==> src/rtl/swsc_pkg.sv <==
package swsc_pkg;

    // stack geometry
    localparam int DEPTH  = 64;
    localparam int LVL_W  = $clog2(DEPTH + 1);
    localparam int CNT_W  = (DEPTH > 2) ? $clog2(DEPTH) : 1;

    localparam logic [LVL_W-1:0] LVL_FULL  = LVL_W'(DEPTH);
    localparam logic [LVL_W-1:0] LVL_EMPTY = '0;
    localparam logic [CNT_W-1:0] CNT_LAST  = CNT_W'(DEPTH - 1);

    // field widths
    localparam int OP_W     = 3;
    localparam int WORD_W   = 32;
    localparam int SZ_W     = 7;
    localparam int STAT_W   = 2;
    localparam int IN_W     = 40;
    localparam int OUT_W    = 56;

    // operation codes
    localparam logic [OP_W-1:0] OP_PUSH  = 3'd0;
    localparam logic [OP_W-1:0] OP_POP   = 3'd1;
    localparam logic [OP_W-1:0] OP_PEEK  = 3'd2;
    localparam logic [OP_W-1:0] OP_FIND  = 3'd3;
    localparam logic [OP_W-1:0] OP_COUNT = 3'd4;

    // status codes
    localparam logic [STAT_W-1:0] ST_OK        = 2'd0;
    localparam logic [STAT_W-1:0] ST_OVERFLOW  = 2'd1;
    localparam logic [STAT_W-1:0] ST_UNDERFLOW = 2'd2;

    // word returned by pop or peek on an empty stack
    localparam logic [WORD_W-1:0] EMPTY_WORD = '1;

    // per-cell move command
    typedef enum logic [1:0] {
        SH_HOLD,
        SH_DOWN,
        SH_UP
    } shift_t;

    // chain control: move command, and whether the bottom cell takes the head
    typedef struct packed {
        shift_t cmd;
        logic   wrap;
    } chain_ctrl_t;

endpackage

==> src/rtl/swsc_cell.sv <==
module swsc_cell (
    input  logic                          clk,
    input  logic                          rst_n,
    input  swsc_pkg::shift_t              cmd,
    input  logic [swsc_pkg::WORD_W-1:0]   up_data,
    input  logic                          up_valid,
    input  logic [swsc_pkg::WORD_W-1:0]   dn_data,
    input  logic                          dn_valid,
    output logic [swsc_pkg::WORD_W-1:0]   data,
    output logic                          valid
);
    import swsc_pkg::*;

    logic [WORD_W-1:0] data_reg;
    logic [WORD_W-1:0] data_next;
    logic              valid_reg;
    logic              valid_next;

    // pick the neighbor to take from
    always_comb
    begin
        unique case (cmd)
            SH_DOWN:
            begin
                data_next  = up_data;
                valid_next = up_valid;
            end
            SH_UP:
            begin
                data_next  = dn_data;
                valid_next = dn_valid;
            end
            default:
            begin
                data_next  = data_reg;
                valid_next = valid_reg;
            end
        endcase
    end

    // occupancy bit
    always_ff @(posedge clk or negedge rst_n)
    begin
        if (!rst_n)
        begin
            valid_reg <= 1'b0;
        end
        else
        begin
            valid_reg <= valid_next;
        end
    end

    // stored word
    always_ff @(posedge clk)
    begin
        data_reg <= data_next;
    end

    assign data  = data_reg;
    assign valid = valid_reg;

endmodule

==> src/rtl/swsc_chain.sv <==
module swsc_chain (
    input  logic                          clk,
    input  logic                          rst_n,
    input  swsc_pkg::chain_ctrl_t         ctrl,
    input  logic [swsc_pkg::WORD_W-1:0]   push_data,
    output logic [swsc_pkg::WORD_W-1:0]   head_data,
    output logic                          head_valid
);
    import swsc_pkg::*;

    logic [WORD_W-1:0] data_w  [DEPTH];
    logic              valid_w [DEPTH];
    logic [WORD_W-1:0] tail_data;
    logic              tail_valid;

    // bottom feed: the head word on a rotate, empty on a pop
    assign tail_data  = ctrl.wrap ? data_w[0]  : '0;
    assign tail_valid = ctrl.wrap ? valid_w[0] : 1'b0;

    // row of cells, head at index 0
    for (genvar i = 0; i < DEPTH; i++)
    begin : g_cell
        logic [WORD_W-1:0] up_d;
        logic              up_v;
        logic [WORD_W-1:0] dn_d;
        logic              dn_v;

        if (i == 0)
        begin : g_head
            assign up_d = push_data;
            assign up_v = 1'b1;
        end
        else
        begin : g_mid_up
            assign up_d = data_w[i-1];
            assign up_v = valid_w[i-1];
        end

        if (i == DEPTH - 1)
        begin : g_tail
            assign dn_d = tail_data;
            assign dn_v = tail_valid;
        end
        else
        begin : g_mid_dn
            assign dn_d = data_w[i+1];
            assign dn_v = valid_w[i+1];
        end

        swsc_cell u_cell (
            .clk      (clk),
            .rst_n    (rst_n),
            .cmd      (ctrl.cmd),
            .up_data  (up_d),
            .up_valid (up_v),
            .dn_data  (dn_d),
            .dn_valid (dn_v),
            .data     (data_w[i]),
            .valid    (valid_w[i])
        );
    end

    assign head_data  = data_w[0];
    assign head_valid = valid_w[0];

endmodule

==> src/rtl/stack_with_search_count.sv <==
// Bounded LIFO stack of DEPTH unsigned 32-bit words held in a row of cells
// with the top of stack in the head cell. Push, pop, peek and unused
// operation codes finish without a search: the result is registered at the
// accept edge and a new item can be taken in the next cycle. Find and count
// rotate the whole row once through the head cell, whose single comparator
// checks one entry per cycle, and the row is back in place when the result
// appears. While a find or count runs, s_tready is low. A result waiting on
// m_tready holds s_tready low, so no new item is accepted until it is taken.
// No initialization pass is needed after reset.
module stack_with_search_count (
    input  logic                          clk,
    input  logic                          rst_n,
    input  logic                          s_tvalid,
    output logic                          s_tready,
    // operation[2:0], value[34:3], zero fill[39:35]
    input  logic [swsc_pkg::IN_W-1:0]     s_tdata,
    output logic                          m_tvalid,
    input  logic                          m_tready,
    // data[31:0], found[32], match_count[39:33], size[46:40], status[48:47],
    // zero fill[55:49]
    output logic [swsc_pkg::OUT_W-1:0]    m_tdata
);
    import swsc_pkg::*;

    typedef enum logic {
        S_IDLE,
        S_SEARCH
    } state_t;

    state_t             state_reg, state_next;
    logic [LVL_W-1:0]   level_reg, level_next;
    logic [CNT_W-1:0]   cnt_reg, cnt_next;
    logic [LVL_W-1:0]   acc_reg, acc_next;
    logic [WORD_W-1:0]  key_reg, key_next;
    logic               is_count_reg, is_count_next;
    logic               m_tvalid_reg, m_tvalid_next;
    logic [WORD_W-1:0]  o_data_reg, o_data_next;
    logic               o_found_reg, o_found_next;
    logic [SZ_W-1:0]    o_match_reg, o_match_next;
    logic [SZ_W-1:0]    o_size_reg, o_size_next;
    logic [STAT_W-1:0]  o_status_reg, o_status_next;

    logic [OP_W-1:0]    operation;
    logic [WORD_W-1:0]  value;
    logic               in_fire;
    chain_ctrl_t        ctrl;
    logic [WORD_W-1:0]  head_data;
    logic               head_valid;
    logic               hit;

    assign operation = s_tdata[2:0];
    assign value     = s_tdata[34:3];
    assign s_tready  = (state_reg == S_IDLE) && (!m_tvalid_reg || m_tready);
    assign in_fire   = s_tvalid && s_tready;
    assign hit       = head_valid && (head_data == key_reg);

    swsc_chain u_chain (
        .clk        (clk),
        .rst_n      (rst_n),
        .ctrl       (ctrl),
        .push_data  (value),
        .head_data  (head_data),
        .head_valid (head_valid)
    );

    // operation decode and search sequencing
    always_comb
    begin
        state_next    = state_reg;
        level_next    = level_reg;
        cnt_next      = cnt_reg;
        acc_next      = acc_reg;
        key_next      = key_reg;
        is_count_next = is_count_reg;
        m_tvalid_next = m_tvalid_reg && !m_tready;
        o_data_next   = o_data_reg;
        o_found_next  = o_found_reg;
        o_match_next  = o_match_reg;
        o_size_next   = o_size_reg;
        o_status_next = o_status_reg;
        ctrl.cmd      = SH_HOLD;
        ctrl.wrap     = 1'b0;

        unique case (state_reg)
            S_IDLE:
            begin
                if (in_fire)
                begin
                    o_data_next   = '0;
                    o_found_next  = 1'b0;
                    o_match_next  = '0;
                    o_status_next = ST_OK;
                    m_tvalid_next = 1'b1;
                    unique case (operation)
                        OP_PUSH:
                        begin
                            if (level_reg == LVL_FULL)
                            begin
                                o_status_next = ST_OVERFLOW;
                            end
                            else
                            begin
                                ctrl.cmd   = SH_DOWN;
                                level_next = level_reg + 1'b1;
                            end
                        end
                        OP_POP:
                        begin
                            if (level_reg == LVL_EMPTY)
                            begin
                                o_data_next   = EMPTY_WORD;
                                o_status_next = ST_UNDERFLOW;
                            end
                            else
                            begin
                                ctrl.cmd    = SH_UP;
                                o_data_next = head_data;
                                level_next  = level_reg - 1'b1;
                            end
                        end
                        OP_PEEK:
                        begin
                            o_data_next = (level_reg == LVL_EMPTY) ? EMPTY_WORD : head_data;
                        end
                        OP_FIND, OP_COUNT:
                        begin
                            m_tvalid_next = 1'b0;
                            state_next    = S_SEARCH;
                            cnt_next      = '0;
                            acc_next      = '0;
                            key_next      = value;
                            is_count_next = (operation == OP_COUNT);
                        end
                        default:
                        begin
                            // unused codes give an empty result
                        end
                    endcase
                    o_size_next = SZ_W'(level_next);
                end
            end
            S_SEARCH:
            begin
                // rotate one place, checking the word now at the head
                ctrl.cmd  = SH_UP;
                ctrl.wrap = 1'b1;
                acc_next  = acc_reg + LVL_W'(hit);
                cnt_next  = cnt_reg + 1'b1;
                if (cnt_reg == CNT_LAST)
                begin
                    state_next    = S_IDLE;
                    m_tvalid_next = 1'b1;
                    o_data_next   = '0;
                    o_found_next  = !is_count_reg && (acc_next != LVL_EMPTY);
                    o_match_next  = is_count_reg ? SZ_W'(acc_next) : '0;
                    o_size_next   = SZ_W'(level_reg);
                    o_status_next = ST_OK;
                end
            end
            default:
            begin
                state_next = S_IDLE;
            end
        endcase
    end

    // state and registered outputs
    always_ff @(posedge clk or negedge rst_n)
    begin
        if (!rst_n)
        begin
            state_reg    <= S_IDLE;
            level_reg    <= '0;
            cnt_reg      <= '0;
            acc_reg      <= '0;
            key_reg      <= '0;
            is_count_reg <= 1'b0;
            m_tvalid_reg <= 1'b0;
            o_data_reg   <= '0;
            o_found_reg  <= 1'b0;
            o_match_reg  <= '0;
            o_size_reg   <= '0;
            o_status_reg <= ST_OK;
        end
        else
        begin
            state_reg    <= state_next;
            level_reg    <= level_next;
            cnt_reg      <= cnt_next;
            acc_reg      <= acc_next;
            key_reg      <= key_next;
            is_count_reg <= is_count_next;
            m_tvalid_reg <= m_tvalid_next;
            o_data_reg   <= o_data_next;
            o_found_reg  <= o_found_next;
            o_match_reg  <= o_match_next;
            o_size_reg   <= o_size_next;
            o_status_reg <= o_status_next;
        end
    end

    assign m_tvalid = m_tvalid_reg;
    assign m_tdata  = {7'd0, o_status_reg, o_size_reg, o_match_reg, o_found_reg, o_data_reg};

    // a search ends with a result after the last rotation step
    a_search_done: assert property (@(posedge clk) disable iff (!rst_n)
        (state_reg == S_SEARCH && cnt_reg == CNT_LAST) |=> (m_tvalid && state_reg == S_IDLE))
        else $error("search did not finish with a result");

    // head cell occupancy agrees with the fill level whenever the row is at rest
    a_head_level: assert property (@(posedge clk) disable iff (!rst_n)
        (state_reg == S_IDLE) |-> (head_valid == (level_reg != LVL_EMPTY)))
        else $error("head cell occupancy disagrees with fill level");

    // fill level never passes the depth
    a_level_bound: assert property (@(posedge clk) disable iff (!rst_n)
        level_reg <= LVL_FULL)
        else $error("fill level beyond depth");

    // a push into a stack with room grows it by one
    a_push_grow: assert property (@(posedge clk) disable iff (!rst_n)
        (in_fire && operation == OP_PUSH && level_reg != LVL_FULL)
        |=> (level_reg == $past(level_reg) + 1'b1))
        else $error("push did not grow the stack");

    // no item is taken while the row rotates
    a_busy_stall: assert property (@(posedge clk) disable iff (!rst_n)
        (state_reg == S_SEARCH) |-> !s_tready)
        else $error("item accepted during search");

endmodule
==> config.mk <==
export PLATFORM = sky130hd
export DESIGN_NAME = stack_with_search_count
export DESIGN_NICKNAME = d
export VERILOG_FILES = /design/src/rtl/swsc_pkg.sv /design/src/rtl/swsc_cell.sv /design/src/rtl/swsc_chain.sv /design/src/rtl/stack_with_search_count.sv
export SDC_FILE = /design/constraint.sdc
export NUM_CORES = 2
export LEC_CHECK = 0
export BUFFER_PORTS_ARGS = -buffer_cell sky130_fd_sc_hd__buf_2
export CORE_ASPECT_RATIO = 1.5
export CORE_MARGIN = 2
export CORE_UTILIZATION = 40
export CTS_CLUSTER_SIZE = 25
export DETAILED_ROUTE_END_ITERATION = 7
export SKIP_CTS_REPAIR_TIMING = 1
export SLEW_MARGIN = 20
export SYNTH_ARGS = -nofsm -noshare
export SYNTH_HDL_FRONTEND = slang
export SYNTH_SLANG_ARGS = --single-unit
export TNS_END_PERCENT = 1
==> constraint.sdc <==
create_clock -name clk -period 58.1 [get_ports clk]
set_input_delay 5.81 -clock clk [delete_from_list [all_inputs] [get_ports clk]]
set_output_delay 5.81 -clock clk [all_outputs]
set_load 0.03 [all_outputs]
==> results summary <==
The cell sitting at the root of the clock tree is a clkbuf_16. The via count of the first global-routing pass is 45,460. The first-pass GRT wire length came out at 239.7 mm. The share of total power dissipated in the clock network is 22.6%. The placer's final routability congestion estimate is 0.7553. Clock-pin slew was measured on the worst setup and hold paths at 60 ps. The total placed instance area is 97,270 sq um. The worst setup skew after layout came out at 82.26 ps. The path with the worst hold slack has its endpoint at o_data_reg[28]$_DFFE_PN0P_.

The number of synthesized flops with an enable pin came out at 2,048. The number of endpoints failing setup at the final stage came out at 0. The DRC violation count after routing is 0. Net switching is 27.10% of the power.

The die outline width is 399.2 um. The family with the most delay on the worst path is buffers and inverters. Sequential cells burn 53.1% of the power. In this run the tool buffered the top-level ports with 89 buffer cells. The ratio of final minimum period to clock period is 21.91%. The number of pins with negative max-slew slack in the final report is 0.

The initial antenna violation count came out at 20. The level count of the clock H-tree came out at 4. The worst supply voltage drop on vdd came out at 0.03052 mV. The wire length per cell came out at 17.32 um. The flow ran to the end, and the final reports show no timing, DRC or antenna violations.

Setup repair after global routing left no endpoint under its margin. The launch instance of the worst register-to-register path is cnt_reg[0]$_DFFE_PN0P_. The routing usage on met3 came out at 2.126%.

The biggest area contributor in the post-synthesis netlist is edfxtp_1. The setup total negative slack came out at 0 ps. The HPWL after detailed placement came out at 88.68 mm. The worst slew margin relative to its limit came out at 27.35%. Relative to the synthesized area, the layout overhead comes to 10.95%.

Combinational logic burns 24.3% of the power. After the last flow step, the layout net total stands at 5,323. The count of distinct cell types in the synthesized netlist came out at 53. The worst hold path depth is 2. The time the final worst path needs with I/O delays and setup came out at 12,730 ps. The worst-case reg-to-reg path depth is 15. For this run, the slowest stage of the critical path takes 790 ps. The register with the most flip-flops in the layout has 2,048 of them. The maximum number of pins on one net before global-route repair is 220.

The number of buffers on the longest clock path is 4. The most congested layer reported by global routing is met2. The worst setup path is launched from an input pin.

Traced cell by cell, the critical path runs through buf_2 -> nor2b_1 -> a32oi_4 -> buf_4 -> nor2_1 -> a21o_1 -> ha_4 -> buf_16 -> buf_4 -> buf_4 -> buf_6 -> buf_4 -> buf_4 -> buf_6 -> mux2_2. Power spread over the standard cell area amounts to 56.38 nW/um^2. The critical path buffer and inverter count is 9. The met2 layer usage reported by global route is 20.83%.

The total track usage is 12.02%. A synthesized cell averages 18.02 sq um. The startpoint identified for the worst hold timing path is o_data_reg[28]$_DFFE_PN0P_. TritonCTS built the clock tree. The most used flip-flop cell after synthesis is edfxtp_1. The power spent charging and discharging nets is 1588 uW. By area the synthesized netlist is led by edfxtp_1, mux2_2, dfrtp_1. The share of synthesized area occupied by flip-flops and latches is 70.11%. Of all flip-flops after synthesis, the portion carrying an async set or reset was 7.581%. Counting instances in the post-synthesis netlist gives the leading cell types as mux2_2, edfxtp_1, clkbuf_1, nand2_1, o21ai_0. The critical path is of the input pin to flop type. After synthesis the cells add up to 93,710 sq um. The post-synthesis instance total is 5,200. The number of nets with antenna violations after detailed routing is 0. Global routing used 15.08% of the available met1 tracks. The reported leakage power came out at 0.03430 uW. The total routed wirelength is 147.5 mm. The final number of hold-violating endpoints is 0. The worst setup path is captured at a flop.

The worst endpoint required time came out at 58,640 ps. The total number of placement rows came out at 217. Measured along the y axis, the die boundary spans 596.8 um. The slowest cell on the critical path is buf_4.

The worst hold path belongs to the class flop to flop. The number of detailed-route iterations in the first pass came out at 5. The number of warnings printed during yosys synthesis came out at 0. Once layout is complete, the utilization of the core stands at 44.63%. The final instance area came out at 104,000 sq um.

The total via count in the routed design came out at 42,730. The endpoint identified for the worst register-to-register timing path is u_chain.g_cell[1].u_cell.data[30]$_DFFE_PP_. The vias per cell came out at 5.017.

The flip-flop and latch count after synthesis is 2,216. The top-level port count is 102. The effective utilization at floorplan came out at 40.23%.

The highest achievable clock rate is 78.54 MHz. The most numerous cell on the critical path is buf_4. The number of sinks driven by the clock tree came out at 2,216.

The top-area cell type share of the netlist area is 65.62%. The share of cells above drive strength 1 is 45.70%. The largest fanout on the critical path is 95. The detailed router's first-iteration violation count came out at 2,560. The leftover overflow at the end of global routing came out at 0. The die outline area is 238,300 sq um. Across the run, the number of max-cap violations was 0.

The worst endpoint data arrival time is 13,280 ps. Across all register-to-register paths, the minimum setup slack is 49,800 ps. The number of buffers added by the clock tree synthesis step is 219. The internal power came out at 4274 uW. The insertion delay of the later-clocked pin in the worst-skew pair came out at 870 ps. The measured slew at the worst slew-check pin is 1090 ps. The most instantiated library cell after synthesis is mux2_2. The floorplan core area is 233,000 sq um.
==> power groups by stage <==
stage / sequential [uW] / combinational, uW / clock, uW
2_1_floorplan: 3870 / 1200 / 0
3_3_place_gp: 3140 / 1370 / 0
3_5_place_dp: 3160 / 1440 / 0
4_1_cts: 3130 / 1440 / 1380
5_1_grt: 3210 / 1560 / 1440
6_report: 3110 / 1430 / 1320
==> placed cells by master (no fill, tap or decap), drive strengths merged, types with 8 or more instances in the layout <==
cell    synthesis  final
mux2         2049   2049
edfxtp       2048   2048
clkbuf        187    286
o21ai         178    178
nand2         172    172
dfrtp         168    168
buf           110    143
clkinv          0     91
mux2i          70     70
inv            36     42
xnor2          38     38
nand3          16     16
a21oi          14     14
nor2           12     12
xor2           11     11
nor3           11     11
bufinv          0     10
nand4           8      8
==> cell type report <==
type	count	area [sq um]
fillers	20240	129000
flip-flops and latches	2216	65700
diodes	4	10.01
repair buffers	143	1011
inverters	36	147.6
well taps	3066	3836
multi-input cells	2657	26680
clock inverters	108	777.0
clock buffers	286	5803
==> routing by layer <==
| metal | part of all wire, % | vias up | wire (um) |
|---|---|---|---|
| met3 | 3.4 | 293 | 5058 |
| met1 | 43 | 21670 | 63830 |
| met2 | 50 | 422 | 74020 |
| met5 | 0.022 | - | 33 |
| met4 | 3.1 | 6 | 4506 |
| li1 | - | 20340 | - |
==> cells by family (layout without fill, tap and decap cells) <==
family          Yosys count  after routing  synth area share [%]
flops                  2216           2216                 70.11
mux                    2119           2119                 25.37
buf+inv                 333            573                 1.490
simple gates            253            253                 1.195
compound gates          223            223                 1.294
xor+xnor                 49             49                0.4579
fa+ha+maj                 6              6               0.08011
other cells               1             11              0.004002
==> worst reg2reg max path: stages (launching register included) <==
cell     delay (ps)
dfrtp_1         380
ha_1            190
and3_1          320
a32oi_4         140
buf_4           390
nor2_1          470
a21o_1          230
ha_4            390
buf_16          320
buf_4           720
buf_4           810
buf_6           750
buf_4           820
buf_4           810
buf_6           760
mux2_2          490
==> stage by stage <==
| step | power, uW | std cells | hold WS, ps | worst slack (ps) |
|---|---|---|---|---|
| global placement | 4509 | 8115 | 463.4 | 43810 |
| global route | 6201 | 8513 | 502.7 | 44780 |
| CTS | 5952 | 8509 | 479.8 | 44540 |
| floorplan | 5068 | 5206 | 449.6 | 8781 |
| finish | 5862 | 8516 | 473.5 | 45370 |
| detailed placement | 4600 | 8115 | 465.3 | 43660 |
==> how the worst max path moves through the flow <==
stage	start	to	cells after the start
2_1_floorplan	m_tready	u_chain.g_cell[0].u_cell.data[0]$_DFFE_PP_	10
3_3_place_gp	s_tvalid	u_chain.g_cell[7].u_cell.data[18]$_DFFE_PP_	14
3_5_place_dp	s_tvalid	u_chain.g_cell[4].u_cell.data[18]$_DFFE_PP_	14
4_1_cts	s_tvalid	u_chain.g_cell[3].u_cell.data[18]$_DFFE_PP_	14
5_1_grt	s_tvalid	u_chain.g_cell[2].u_cell.data[30]$_DFFE_PP_	15
6_report	s_tvalid	u_chain.g_cell[1].u_cell.data[30]$_DFFE_PP_	15
(Power assumes the default switching activity.)
